===== config.mk =====
export PLATFORM = sky130hd
export DESIGN_NAME = pcwrl_ram
export DESIGN_NICKNAME = d
export VERILOG_FILES = /design/src/rtl/per_client_window_rate_limiter_defines.svh /design/src/rtl/pcwrl_ram.sv
export SDC_FILE = /design/constraint.sdc
export NUM_CORES = 2
export LEC_CHECK = 0
export BUFFER_PORTS_ARGS = -buffer_cell sky130_fd_sc_hd__buf_2
export CAP_MARGIN = 25
export CORE_MARGIN = 2
export CORE_UTILIZATION = 48
export CTS_CLUSTER_DIAMETER = 30
export DETAILED_ROUTE_END_ITERATION = 10
export RECOVER_POWER = 25
export SYNTH_ARGS = -nofsm -noshare
export SYNTH_HDL_FRONTEND = slang
export SYNTH_SLANG_ARGS = --single-unit

===== constraint.sdc =====
create_clock -name clk -period 7.6 [get_ports clk]
set_clock_uncertainty 0.2 [all_clocks]
set_input_delay 0.38 -clock clk [delete_from_list [all_inputs] [get_ports clk]]
set_output_delay 0.38 -clock clk [all_outputs]
set_load 0.02 [all_outputs]

===== src/rtl/per_client_window_rate_limiter_defines.svh =====
// ----------------------------------------------------------------------------
// per_client_window_rate_limiter_defines
// assertion macros used by the rate limiter rtl
// ----------------------------------------------------------------------------
`ifndef PER_CLIENT_WINDOW_RATE_LIMITER_DEFINES_SVH
`define PER_CLIENT_WINDOW_RATE_LIMITER_DEFINES_SVH

// same-cycle implication, checked outside reset
`define PCWRL_ASSERT_NOW(label, clk, rst_n, ante, cons) \
    label: assert property (@(posedge clk) disable iff (!rst_n) (ante) |-> (cons)) \
        else $error("assertion failed");

// next-cycle implication, checked outside reset
`define PCWRL_ASSERT_NEXT(label, clk, rst_n, ante, cons) \
    label: assert property (@(posedge clk) disable iff (!rst_n) (ante) |=> (cons)) \
        else $error("assertion failed");

`endif


===== src/rtl/pcwrl_ram.sv =====
// ----------------------------------------------------------------------------
// pcwrl_ram
// simple dual-port ram, one write port, one registered read port
// ----------------------------------------------------------------------------
`default_nettype none

module pcwrl_ram #(
    parameter int unsigned WIDTH = 8,
    parameter int unsigned DEPTH = 256,
    localparam int unsigned ADDR_W = (DEPTH > 1) ? $clog2(DEPTH) : 1
) (
    input  wire logic              clk,
    input  wire logic              wr_en,
    input  wire logic [ADDR_W-1:0] wr_addr,
    input  wire logic [WIDTH-1:0]  wr_data,
    input  wire logic              rd_en,
    input  wire logic [ADDR_W-1:0] rd_addr,
    output logic      [WIDTH-1:0]  rd_data
);

    logic [WIDTH-1:0] mem [DEPTH];

    // write port
    always_ff @(posedge clk) begin
        if (wr_en) begin
            mem[wr_addr] <= wr_data;
        end
    end

    // registered read, old data on a same-address write
    always_ff @(posedge clk) begin
        if (rd_en) begin
            rd_data <= mem[rd_addr];
        end
    end

endmodule

`default_nettype wire


==> impl_metrics.env <==
export IMPL_status="finished with violations"
export IMPL_violations="capacitance limit, slew limit"
export IMPL_maxCapViolations=4
export IMPL_yosysSeqAreaShare=0.775
export IMPL_fp_dieW_um=411
export IMPL_numPortBuffers=34
export IMPL_die_y_um=411
export IMPL_tightest_slew_ns=5.01
export IMPL_wl_per_cell_um=31.2
export IMPL_dr_pass1_iters=5
export IMPL_gp_congestion=0.820
export IMPL_area_growth_pct=20.3
export IMPL_path_cells="dlygate4sd3_1 > clkbuf_1 > buf_4"
export IMPL_cts_root_buf="clkbuf_16"
export IMPL_synth_area_leader_cell="edfxtp_1"
export IMPL_postCtsResizedCells=0
export IMPL_syn_avg_cell_area_um2=21.3
export IMPL_grt_max_degree=162
export IMPL_start_util=0.483
export IMPL_grt_pass1_wl_um=294000
export IMPL_crit_type="in -> reg"
export IMPL_clk_pin_slew_ns=0.05
export IMPL_io_pins=35
export IMPL_ys_async_sr_fraction=0
export IMPL_h_tree_depth=5
export IMPL_slew_viol_final=317
export IMPL_fmax_ghz=0.186
export IMPL_synth_edff_count=2056
export IMPL_drt_wl_total_um=205000
export IMPL_hold_viol_final=0
export IMPL_antenna_found_initial=12
export IMPL_rsz0062_at_grt="no"
export IMPL_ys_types=54
export IMPL_clock_sink_count=2056
export IMPL_start_kind="input port"
export IMPL_peakVddDrop_v=0.000296
export IMPL_drtIter0Drc=4903
export IMPL_whs_ns=0.102
export IMPL_crit_arrival_ns=5.72
export IMPL_layout_nets=4076
export IMPL_hold_path_class="in -> reg"
export IMPL_vias=40185
export IMPL_core_rowCount=149
export IMPL_synth_cells=3733
export IMPL_p_per_area_nw_per_um2=326
export IMPL_ant_nets=0
export IMPL_setup_viol=0
export IMPL_fin_ws_ns=2.23
export IMPL_synth_common_cells="edfxtp_1 (2056), mux4_2 (454), nor2_1 (282), mux2i_1 (134), a22oi_1 (133)"
export IMPL_syn_cell_area_um2=79600
export IMPL_tns_ns=0
export IMPL_clockBufferDepth=4
export IMPL_relSlewSlack=-2.34
export IMPL_period_needed_ns=5.37
export IMPL_yosysWarningCount=0
export IMPL_drc=0
export IMPL_core_area_um2=165000
export IMPL_die_area_um2=169000
export IMPL_synth_top_area_frac=0.775
export IMPL_yosys_top_cells_area="edfxtp_1 (78%), mux4_2 (13%), mux2i_1 (1.7%)"
export IMPL_overflow=0
export IMPL_placed_area_um2=82000
export IMPL_hpwl_um=118000
export IMPL_period_share=0.706
export IMPL_finalInstanceArea_um2=95800
export IMPL_routed_wl_met3_um=17100
export IMPL_via_per_inst=6.12
export IMPL_endpoint_kind="register"
export IMPL_hold_buffers=14
export IMPL_cts_setup_buffers=0
export IMPL_drt_met1_wl_um=85400
export IMPL_yosys_cell_count_top_type="edfxtp_1"
export IMPL_critPathMaxFanout=104
export IMPL_synth_seq_cells=2056
export IMPL_grt_pass1_vias=40714
export IMPL_place_ws_ns=3.02
export IMPL_power_leakage_nw=30.5
export IMPL_post_route_util=0.581
export IMPL_grt_usage=0.244
export IMPL_required_ns=7.95
export IMPL_cts_tree="built"
export IMPL_cts_buffers=408
export IMPL_ys_flop_type="edfxtp_1"
export IMPL_slowest_stage="clkbuf_1"
export IMPL_syn_nets=3760
export IMPL_dr_wl_met2_um=96800
export IMPL_top_layer="met5"
export IMPL_slowest_delay_ns=3.38
export IMPL_final_layout_size_suffix_gt1_frac=0.281
export IMPL_clock_latency_ns=0.95
## where the power goes
group	leakage [nW]	switching (mW)	internal (mW)	total (mW)
sequential	18.5	0.0152	12.5	12.6
clock	6.54	5.76	11.8	17.6
combinational	5.48	0.751	0.365	1.12
total	30.5	6.53	24.7	31.3
## metal layers
| metal | track usage | up-vias |
|---|---|---|
| met2 | 0.372 | 1818 |
| met4 | 0.0796 | 12 |
| met1 | 0.353 | 21461 |
| met3 | 0.0527 | 389 |
| li1 | - | 16505 |
| met5 | 0 | - |
## critical path, delay by kind of cell
| family | cells | cell delay (ns) |
|---|---|---|
| buf+inv | 3 | 5.06 |
## area by class of cell
class	instances	area [µm²]
multi-input cells	1442	16500
well taps	2189	2740
inverters	2	7.51
repair buffers	139	1160
diodes	4	10.0
fillers	11915	69000
clock buffers	459	10600
flip-flops and latches	2056	61700
clock inverters	274	3030
## through the flow
stage | instances | total power [mW]
floorplan | 3733 | 13.4
global placement | 5797 | 13.9
global route | 6561 | 32.0
detailed placement | 5805 | 13.9
finish | 6565 | 31.3
CTS | 6552 | 31.4
## kinds of logic after synthesis
| kind of cell | count (synthesis) | synth area share |
|---|---|---|
| AOI/OAI and AO/OA | 385 | 0.0342 |
| buffers and inverters | 235 | 0.0183 |
| DFF | 2056 | 0.775 |
| muxes | 591 | 0.146 |
| and+or+nand+nor | 466 | 0.0263 |
## worst paths after layout
kind                  to  depth (start not counted)  slack, ns        from
max          mem[152][1]                          3       2.23  wr_data[1]
min          mem[159][4]                          3       0.10  wr_addr[0]
max reg2reg   rd_data[1]                          5       4.53  mem[86][1]
min reg2reg   rd_data[5]                          6       0.82  mem[32][5]
## state kept, by name (all words and copies together) (netlist names)
signal   flops
rd_data      8
mem       2048
## cell usage in the layout (no fill, tap or decap), types with 22 or more instances in the layout
master / Yosys / routed
bufinv_16: 0 / 56
a21oi_1: 96 / 96
clkbuf_1: 111 / 49
mux2i_1: 134 / 134
clkinv_2: 0 / 60
nor2_1: 282 / 279
clkinv_1: 1 / 62
nand2_1: 33 / 32
a22oi_1: 133 / 133
nor3_1: 22 / 22
clkinv_4: 0 / 32
nor2b_1: 31 / 28
nand3_1: 34 / 32
buf_4: 27 / 77
mux4_2: 454 / 454
edfxtp_1: 2056 / 2056
clkbuf_16: 0 / 416
buf_2: 31 / 26
o221ai_1: 46 / 46
o22ai_1: 28 / 28
clkinvlp_4: 0 / 45
(Power assumes the default switching activity.)
